<file path="config.mk">
export PLATFORM = sky130hd
export DESIGN_NAME = multi_button_debounce_edge_longpress
export DESIGN_NICKNAME = d
export VERILOG_FILES = /design/src/mbd_pkg.sv /design/src/multi_button_debounce_edge_longpress.sv /design/src/mbd_cfg.sv /design/src/mbd_button.sv
export SDC_FILE = /design/constraint.sdc
export NUM_CORES = 1
export LEC_CHECK = 0
export CAP_MARGIN = 20
export CORE_ASPECT_RATIO = 1.2
export CORE_MARGIN = 3
export CORE_UTILIZATION = 65
export CTS_BUF_LIST = sky130_fd_sc_hd__clkbuf_8
export DETAILED_ROUTE_END_ITERATION = 7
export DONT_BUFFER_PORTS = 1
export GPL_TIMING_DRIVEN = 0
export PLACE_DENSITY = 0.81
export SLEW_MARGIN = 0
export SYNTH_ARGS = -nofsm -noshare
export SYNTH_HDL_FRONTEND = slang
export SYNTH_SLANG_ARGS = --single-unit
export TNS_END_PERCENT = 100
</file>
<file path="constraint.sdc">
create_clock -name clk -period 16.1 [get_ports clk]
set_input_delay 1.61 -clock clk [delete_from_list [all_inputs] [get_ports clk]]
set_output_delay 1.61 -clock clk [all_outputs]
set_load 0.05 [all_outputs]
</file>
<file path="src/mbd_pkg.sv">
// Shared types and constants for the multi-button debouncer.
// Used by mbd_cfg, mbd_button and the top level; no dependencies.
package mbd_pkg;

  localparam int BUTTONS     = 4;
  localparam int COUNT_WIDTH = 16;
  localparam int LIMIT_W     = 16;
  localparam int CMP_W       = (COUNT_WIDTH > LIMIT_W) ? COUNT_WIDTH : LIMIT_W;
  localparam int INDEX_W     = 3;

  localparam logic [LIMIT_W-1:0] DEBOUNCE_RST   = LIMIT_W'(50);
  localparam logic [LIMIT_W-1:0] LONG_PRESS_RST = LIMIT_W'(1000);
  localparam logic [BUTTONS-1:0] FALLING_RST    = BUTTONS'(2);
  localparam logic [BUTTONS-1:0] IDLE_RST       = {BUTTONS{1'b1}};

  typedef enum logic [INDEX_W-1:0] {
    REG_DEBOUNCE_LIMIT    = 3'd0,
    REG_LONG_PRESS_LIMIT  = 3'd1,
    REG_FALLING_EDGE_MASK = 3'd2,
    REG_IDLE_LEVEL_MASK   = 3'd3,
    REG_SCAN_ENABLE       = 3'd4,
    REG_LONG_PRESS_ENABLE = 3'd5
  } cfg_reg_t;

  typedef struct packed {
    logic [LIMIT_W-1:0] debounce_limit;
    logic [LIMIT_W-1:0] long_press_limit;
    logic [BUTTONS-1:0] falling_edge_mask;
    logic [BUTTONS-1:0] idle_level_mask;
    logic               scan_enable;
    logic               long_press_enable;
  } cfg_t;

  typedef struct packed {
    logic [LIMIT_W-1:0] debounce_limit;
    logic [LIMIT_W-1:0] long_press_limit;
    logic               falling;
    logic               idle;
    logic               long_press_enable;
  } lane_cfg_t;

  function automatic logic [COUNT_WIDTH-1:0] sat_inc(input logic [COUNT_WIDTH-1:0] v);
    sat_inc = (&v) ? v : v + COUNT_WIDTH'(1);
  endfunction

  function automatic logic reached(input logic [COUNT_WIDTH-1:0] cnt,
                                   input logic [LIMIT_W-1:0] limit);
    reached = CMP_W'(cnt) >= CMP_W'(limit);
  endfunction

endpackage

</file>
<file path="src/multi_button_debounce_edge_longpress.sv">
// Multi-button debouncer with press edge events and long-press detection. Each accepted
// request is one sample tick carrying the raw level of every button; while scanning is on,
// all buttons update in parallel, and one result follows per tick. A tick can be taken every
// clock cycle: the lane logic sits between the request port and a single result register,
// and a new request is accepted whenever that register is empty or being drained.
// Depends on mbd_pkg, mbd_cfg and mbd_button.
module multi_button_debounce_edge_longpress import mbd_pkg::*; (
  input  logic               clk,
  input  logic               rst_n,
  input  logic               cfg_we,
  input  logic [INDEX_W-1:0] cfg_index,
  input  logic [LIMIT_W-1:0] cfg_wdata,
  input  logic               in_valid,
  output logic               in_ready,
  input  logic [BUTTONS-1:0] in_pin_levels,
  output logic               out_valid,
  input  logic               out_ready,
  output logic [BUTTONS-1:0] out_press_events,
  output logic [BUTTONS-1:0] out_long_press_events,
  output logic [BUTTONS-1:0] out_stable_levels
);

  cfg_t               cfg;
  logic               in_accept, step;
  logic [BUTTONS-1:0] press, longp, stable;

  logic               out_valid_r, out_valid_nxt;
  logic [BUTTONS-1:0] press_r, long_r, stable_r;

  mbd_cfg u_cfg (
    .clk       (clk),
    .rst_n     (rst_n),
    .cfg_we    (cfg_we),
    .cfg_index (cfg_index),
    .cfg_wdata (cfg_wdata),
    .cfg_o     (cfg)
  );

  assign in_ready  = !out_valid_r || out_ready;
  assign in_accept = in_valid && in_ready;
  assign step      = in_accept && cfg.scan_enable;

  for (genvar i = 0; i < BUTTONS; i++) begin : g_lane
    lane_cfg_t lcfg;

    assign lcfg.debounce_limit    = cfg.debounce_limit;
    assign lcfg.long_press_limit  = cfg.long_press_limit;
    assign lcfg.falling           = cfg.falling_edge_mask[i];
    assign lcfg.idle              = cfg.idle_level_mask[i];
    assign lcfg.long_press_enable = cfg.long_press_enable;

    mbd_button u_button (
      .clk      (clk),
      .rst_n    (rst_n),
      .step     (step),
      .raw      (in_pin_levels[i]),
      .lcfg     (lcfg),
      .press_o  (press[i]),
      .long_o   (longp[i]),
      .stable_o (stable[i])
    );
  end

  always_comb begin
    out_valid_nxt = out_valid_r;
    if (in_accept) begin
      out_valid_nxt = 1'b1;
    end else if (out_ready) begin
      out_valid_nxt = 1'b0;
    end
  end

  always_ff @(posedge clk) begin
    if (!rst_n) begin
      out_valid_r <= 1'b0;
    end else begin
      out_valid_r <= out_valid_nxt;
    end
  end

  always_ff @(posedge clk) begin
    if (in_accept) begin
      press_r  <= press;
      long_r   <= longp;
      stable_r <= stable;
    end
  end

  assign out_valid             = out_valid_r;
  assign out_press_events      = press_r;
  assign out_long_press_events = long_r;
  assign out_stable_levels     = stable_r;

  a_result_follows: assert property (@(posedge clk) disable iff (!rst_n)
    in_accept |=> out_valid)
    else $error("accepted request produced no result");

  a_quiet_when_unscanned: assert property (@(posedge clk) disable iff (!rst_n)
    in_accept && !cfg.scan_enable |=>
      out_press_events == '0 && out_long_press_events == '0)
    else $error("event reported while scanning is off");

endmodule

</file>
<file path="src/mbd_cfg.sv">
// Configuration register file for the multi-button debouncer.
// Depends on mbd_pkg for the register indexes and the cfg_t bundle.
module mbd_cfg import mbd_pkg::*; (
  input  logic               clk,
  input  logic               rst_n,
  input  logic               cfg_we,
  input  logic [INDEX_W-1:0] cfg_index,
  input  logic [LIMIT_W-1:0] cfg_wdata,
  output cfg_t               cfg_o
);

  cfg_t cfg_r;
  cfg_t cfg_nxt;

  always_comb begin
    cfg_nxt = cfg_r;
    if (cfg_we) begin
      case (cfg_index)
        REG_DEBOUNCE_LIMIT:    cfg_nxt.debounce_limit    = cfg_wdata;
        REG_LONG_PRESS_LIMIT:  cfg_nxt.long_press_limit  = cfg_wdata;
        REG_FALLING_EDGE_MASK: cfg_nxt.falling_edge_mask = cfg_wdata[BUTTONS-1:0];
        REG_IDLE_LEVEL_MASK:   cfg_nxt.idle_level_mask   = cfg_wdata[BUTTONS-1:0];
        REG_SCAN_ENABLE:       cfg_nxt.scan_enable       = cfg_wdata[0];
        REG_LONG_PRESS_ENABLE: cfg_nxt.long_press_enable = cfg_wdata[0];
        default: ;
      endcase
    end
  end

  always_ff @(posedge clk) begin
    if (!rst_n) begin
      cfg_r.debounce_limit    <= DEBOUNCE_RST;
      cfg_r.long_press_limit  <= LONG_PRESS_RST;
      cfg_r.falling_edge_mask <= FALLING_RST;
      cfg_r.idle_level_mask   <= IDLE_RST;
      cfg_r.scan_enable       <= 1'b0;
      cfg_r.long_press_enable <= 1'b1;
    end else begin
      cfg_r <= cfg_nxt;
    end
  end

  assign cfg_o = cfg_r;

endmodule

</file>
<file path="src/mbd_button.sv">
// One button lane: debounce counter, stable level, edge event and hold counter.
// Depends on mbd_pkg for lane_cfg_t and the saturating counter helpers.
module mbd_button import mbd_pkg::*; (
  input  logic      clk,
  input  logic      rst_n,
  input  logic      step,
  input  logic      raw,
  input  lane_cfg_t lcfg,
  output logic      press_o,
  output logic      long_o,
  output logic      stable_o
);

  logic                   stable_r, stable_nxt;
  logic                   done_r, done_nxt;
  logic [COUNT_WIDTH-1:0] db_r, db_nxt;
  logic [COUNT_WIDTH-1:0] hold_r, hold_nxt;

  logic                   diff, db_hit, is_press, rearm, hold_run, hold_hit;
  logic [COUNT_WIDTH-1:0] db_inc, hold_mid, hold_inc;
  logic                   done_mid, stable_new;

  always_comb begin
    diff       = raw != stable_r;
    db_inc     = sat_inc(db_r);
    db_hit     = diff && reached(db_inc, lcfg.debounce_limit);
    stable_new = db_hit ? raw : stable_r;
    is_press   = db_hit && (lcfg.falling ^ (raw == lcfg.idle));
    rearm      = db_hit && !is_press && lcfg.long_press_enable;
    hold_mid   = rearm ? '0 : hold_r;
    done_mid   = rearm ? 1'b0 : done_r;
    hold_run   = lcfg.long_press_enable && !done_mid && (stable_new == lcfg.idle);
    hold_inc   = sat_inc(hold_mid);
    hold_hit   = hold_run && reached(hold_inc, lcfg.long_press_limit);

    stable_nxt = stable_r;
    db_nxt     = db_r;
    hold_nxt   = hold_r;
    done_nxt   = done_r;
    if (step) begin
      stable_nxt = stable_new;
      db_nxt     = (diff && !db_hit) ? db_inc : '0;
      hold_nxt   = hold_hit ? '0 : (hold_run ? hold_inc : hold_mid);
      done_nxt   = hold_hit ? 1'b1 : done_mid;
    end
  end

  always_ff @(posedge clk) begin
    if (!rst_n) begin
      stable_r <= 1'b0;
      done_r   <= 1'b0;
      db_r     <= '0;
      hold_r   <= '0;
    end else begin
      stable_r <= stable_nxt;
      done_r   <= done_nxt;
      db_r     <= db_nxt;
      hold_r   <= hold_nxt;
    end
  end

  assign press_o  = step && is_press;
  assign long_o   = step && hold_hit;
  assign stable_o = stable_nxt;

  a_press_moves_level: assert property (@(posedge clk) disable iff (!rst_n)
    press_o |=> stable_r != $past(stable_r))
    else $error("press event without a stable level change");

  a_idle_holds_state: assert property (@(posedge clk) disable iff (!rst_n)
    !step |=> $stable(stable_r) && $stable(db_r) && $stable(hold_r) && $stable(done_r))
    else $error("lane state moved without a counted tick");

  a_long_disarms: assert property (@(posedge clk) disable iff (!rst_n)
    long_o |=> done_r && hold_r == '0)
    else $error("long press did not disarm detection");

endmodule

</file>
==> results.md <==
- Of the total synthesized cell area, the portion taken by XOR and XNOR cells is 0.0519.
- The signed area change from the synthesized netlist to the final layout is 5.31%.
- The first-pass GRT wire length is 66600 um.
- The yosys synthesis warning count is 0.
- Of the total synthesized cell area, the portion taken by full adders, half adders and majority gates is 0.121.
- The net count after synthesis is 1892.
- The number of top-level pins is 42.
- The number of port buffers is 0.
- The most common cell in the synthesized netlist is sky130_fd_sc_hd__nand2_1.
- The min-delay analysis places its worst path in the category reg -> reg.
- The setup slack on the worst flop-to-flop path is 7.57 ns.
- The required time at the endpoint of the critical path is 16.53 ns.
- The classification of the worst setup path is reg -> reg.
- The clock-pin slew on the worst setup and hold paths is 0.11 ns.
- The leakage power summed over all cells is 5.88 nW.
- The core area is 21000 sq um.
- The critical path runs through a total of 30 cells.
- After detailed routing, the number of remaining DRC violations is 0.
- Buffers inserted to repair hold after CTS numbered 0.
- The fraction of final layout cells sized beyond drive strength 1 is 0.0534.
- The reg-to-reg critical path endpoint is g_lane[1].u_button.hold_r[8].
- By area the synthesized netlist is led by sky130_fd_sc_hd__dfxtp_1 (26%), sky130_fd_sc_hd__ha_1 (12%), sky130_fd_sc_hd__nand2_1 (5.4%), sky130_fd_sc_hd__a21oi_1 (3.8%), sky130_fd_sc_hd__nor2_1 (3.6%).
- The buffer levels on the longest clock path is 2.
- The count of placed standard cells in the final layout, fillers left out is 2031.
- Summing every instance area after synthesis gives 14000 sq um.
- The most numerous cell type found on the critical path is sky130_fd_sc_hd__ha_1.
- The worst setup path is launched from a flip-flop.
- Fill cells in the final layout number 1847.
- The routed design has 42300 um of wire.
- The worst-path cell with the longest stage delay is sky130_fd_sc_hd__nor4_4.
- The synthesized area divided by synthesized cell count is 8.11 sq um.
- The slew at the pin closest to its max-slew limit is 0.957 ns.
- Setup violations remaining at the end of the flow were counted as 0.
- The worst-path maximum fanout is 10.
- The total of flip-flops plus latches after synthesis is 191.
- The routed layout has 13700 vias.
- By area, the combinational part of the netlist is dominated by simple AND/OR/NAND/NOR gates.
- The number of placed cells counting well taps is 1998.
- For the worst-skew pair, the clock arrives at the later sink with an insertion delay of 0.49 ns.
- In this run the worst setup path begins at g_lane[1].u_button.db_r[4].
- The clock drives 191 sinks.
- The average wire per standard cell is 20.8 um.
- Data arrives at the worst endpoint at 8.95 ns.
- The leading register cell type out of synthesis is sky130_fd_sc_hd__dfxtp_1.
- On the worst path, the slowest cell contributes a delay of 0.59 ns.
- Entering global routing, the biggest net connects 17 pins.
- Summed over all failing endpoints, the final setup total negative slack is 0 ns.
- The total area of multi-input combinational cells is 9550 sq um.
- The portion of synthesized area spent on multiplexers is 0.0244.
- The detailed placer's ending HPWL is 32300 um.
- The detailed-route vias per instance is 6.74.
- The number of resized instances in the post-cts repair step is 0.
- The relative slew slack is 0.354.
- The number of global-route vias before repair is 12800.
- The CTS tree is built.
- Once detail routing completed, the nets flagged for antenna violations numbered 0.
- The final design utilization is 0.701.
- The power density of the placed cells is 60.5 nW/um^2.
- Setup repair after global routing left no endpoint under its margin.
- The synthesized design contains 12 enable-type register cells.
- After technology mapping, the gate count stands at 1728.
- The final-report hold violation count came to 0.
- Based on the critical path, the design can be clocked at up to 0.117 GHz.
- Ranked by instance count, the synthesized netlist is headed by sky130_fd_sc_hd__nand2_1 (201), sky130_fd_sc_hd__dfxtp_1 (179), sky130_fd_sc_hd__ha_1 (136), sky130_fd_sc_hd__nor2_1 (136), sky130_fd_sc_hd__a21oi_1 (105).
- The initial core utilization is 0.666.
- The launch instance of the worst register-to-register path is g_lane[1].u_button.db_r[4].
- The number of rows in the core area is 58.
- The detailed router finished its first iteration with 1243 violations.
- The die is 140 um wide.
- The global-route congestion overflow total is 0.
- Counting cells, the worst reg-to-reg path comes to 30.
- Of the total synthesized cell area, the portion taken by AND, OR, NAND and NOR gates is 0.257.
- The highest ir drop seen on vdd is 0.0000518 V.
- The worst hold path begins at u_cfg.cfg_o[11].
- The compound-gate portion of the synthesized area is 0.227.
- The most critical setup path has its endpoint at g_lane[1].u_button.hold_r[8].
- Routability-driven placement finished with a final weighted congestion of 0.960.
- The first detailed-routing pass took 8 iterations.
- Between clock sinks in the finished design, the worst skew comes to 0.0194 ns.
- Max-cap violations in this run came to 0.
- The sequential standard cell area is 3940 sq um.
- The post-CTS setup buffer count is 0.
- The max-slew violation count is 0.
- In the final design database the tool counted 1912 nets.
- The fraction of the yosys area taken by sequential cells is 0.282.
- The repair_antennas step left the layout with diodes totalling 0.
- The critical path contains buffers and inverters numbering 3 combined.
- The post-synthesis cell type with the largest combined area is sky130_fd_sc_hd__dfxtp_1.
- The die covers 23400 sq um.
- The root buffer cell chosen for the clock tree is sky130_fd_sc_hd__clkbuf_8.
- From bottom edge to top edge, the die measures 167 um.
- The H-tree generated during clock tree synthesis spans 4 levels.
- The cell family contributing the most delay on the critical path is simple AND/OR/NAND/NOR gates.
- The fraction of post-synthesis cell area in the top cell type by area is 0.256.
- After synthesis, the share of flip-flops with an asynchronous set or reset is 0.
- The number of antenna violations at the first check in global routing is 0.
- The netlist uses 93 different library cells.
- The run finished with clean final reports.
- The minimum clock period after layout is 8.53 ns.
- The clock buffer count from CTS is 17.
- The worst hold path stage count is 2.
- The global-route usage over all layers is 0.354.
- The ratio of final minimum period to clock period is 0.530.
- The worst setup path is captured at a flip-flop.
placed cells by master (no fill, tap or decap), types with 10 or more instances in the layout:
cell / synthesis / routed
sky130_fd_sc_hd__nand2_1: 201 / 201
sky130_fd_sc_hd__dfxtp_1: 179 / 179
sky130_fd_sc_hd__nor2_1: 136 / 136
sky130_fd_sc_hd__ha_1: 136 / 136
sky130_fd_sc_hd__a21oi_1: 105 / 105
sky130_fd_sc_hd__nand3_1: 68 / 68
sky130_fd_sc_hd__inv_1: 56 / 59
sky130_fd_sc_hd__clkbuf_1: 53 / 53
sky130_fd_sc_hd__nor3_1: 51 / 51
sky130_fd_sc_hd__o21ai_0: 50 / 50
sky130_fd_sc_hd__xor2_1: 43 / 43
sky130_fd_sc_hd__nand4_1: 40 / 40
sky130_fd_sc_hd__xnor2_1: 40 / 40
sky130_fd_sc_hd__a22o_1: 31 / 31
sky130_fd_sc_hd__and3_1: 30 / 30
sky130_fd_sc_hd__nor2b_1: 29 / 29
sky130_fd_sc_hd__nand2b_1: 27 / 27
sky130_fd_sc_hd__a22oi_1: 27 / 27
sky130_fd_sc_hd__o211ai_1: 27 / 27
sky130_fd_sc_hd__and2_1: 24 / 24
sky130_fd_sc_hd__a31oi_1: 24 / 24
sky130_fd_sc_hd__o21a_1: 22 / 22
sky130_fd_sc_hd__and4_1: 20 / 20
sky130_fd_sc_hd__or3_1: 19 / 19
sky130_fd_sc_hd__mux2_2: 17 / 17
sky130_fd_sc_hd__a21o_1: 17 / 17
sky130_fd_sc_hd__clkbuf_8: 0 / 17
sky130_fd_sc_hd__mux2i_1: 15 / 15
sky130_fd_sc_hd__nor4_1: 14 / 14
sky130_fd_sc_hd__or4_1: 14 / 14
sky130_fd_sc_hd__buf_2: 13 / 13
sky130_fd_sc_hd__a311oi_1: 13 / 13
sky130_fd_sc_hd__edfxtp_1: 12 / 12
sky130_fd_sc_hd__a211oi_1: 11 / 11
sky130_fd_sc_hd__nor3b_1: 10 / 10
through the flow:
stage / hold slack [ns] / power (mW) / instance area [sq um] / worst slack (ns)
6_report: 0.462 / 0.892 / 14800 / 7.57
3_3_place_gp: 0.441 / 0.557 / 14300 / 7.89
3_5_place_dp: 0.447 / 0.559 / 14300 / 7.73
2_1_floorplan: 0.436 / 0.539 / 14000 / 9.16
5_1_grt: 0.486 / 0.913 / 14800 / 7.02
4_1_cts: 0.460 / 0.888 / 14700 / 7.72
per-layer routing:
layer	vias to the layer above	track usage	routed length (um)
met1	6423	0.437	16700
met2	616	0.586	19500
li1	6493	-	-
met3	152	0.0666	3550
met4	0	0.188	2460
met5	-	0	0
power by group:
part,internal [mW],switching (mW),total [mW]
Sequential,0.482,0.00822,0.490
Clock,0.153,0.189,0.343
Combinational,0.0174,0.0422,0.0596
worst min path at each step:
stage                     slack, ns         endpoint
after floorplan                0.44  u_cfg.cfg_o[11]
after global placement         0.44  u_cfg.cfg_o[34]
after detailed placement       0.45  u_cfg.cfg_o[37]
after CTS                      0.46  u_cfg.cfg_o[37]
after global routing           0.49  u_cfg.cfg_o[38]
final                          0.46  u_cfg.cfg_o[11]
flip-flops by register name, indices dropped and copies added, names as in the netlist:
| register | flops |
|---|---|
| g_lane.u_button.db_r | 64 |
| out_stable_levels | 4 |
| g_lane.u_button.stable_r | 4 |
| g_lane.u_button.hold_r | 64 |
| out_long_press_events | 4 |
| out_press_events | 4 |
| u_cfg.cfg_o | 42 |
| out_valid | 1 |
| g_lane.u_button.done_r | 4 |
worst register-to-register path, delay by kind of cell, from the launching register on:
kind            cells  cell delay, ns
flops               1            0.32
xor+xnor            1            0.15
fa+ha+maj           3            0.83
simple gates       14            4.02
buf+inv             3            0.78
compound gates      9            2.36
cell type report:
type                    instances  share of cell area
plain buffers                  77              0.0209
repair buffers                  1            0.000509
well taps                     270              0.0229
clock inverters                15              0.0112
flip-flops and latches        191               0.267
inverters                      56              0.0142
multi-input cells            1404               0.647
clock buffers                  17              0.0159
kinds of logic (layout without fill, tap and decap cells):
kind of cell	Yosys count	in the layout
and+or+nand+nor	710	710
buffers and inverters	133	166
muxes	32	32
DFF	191	191
adders and majority gates	136	136
AOI/OAI and AO/OA	443	443
xor gates and xnor gates	83	83
Power figures use the tool's default switching activity.
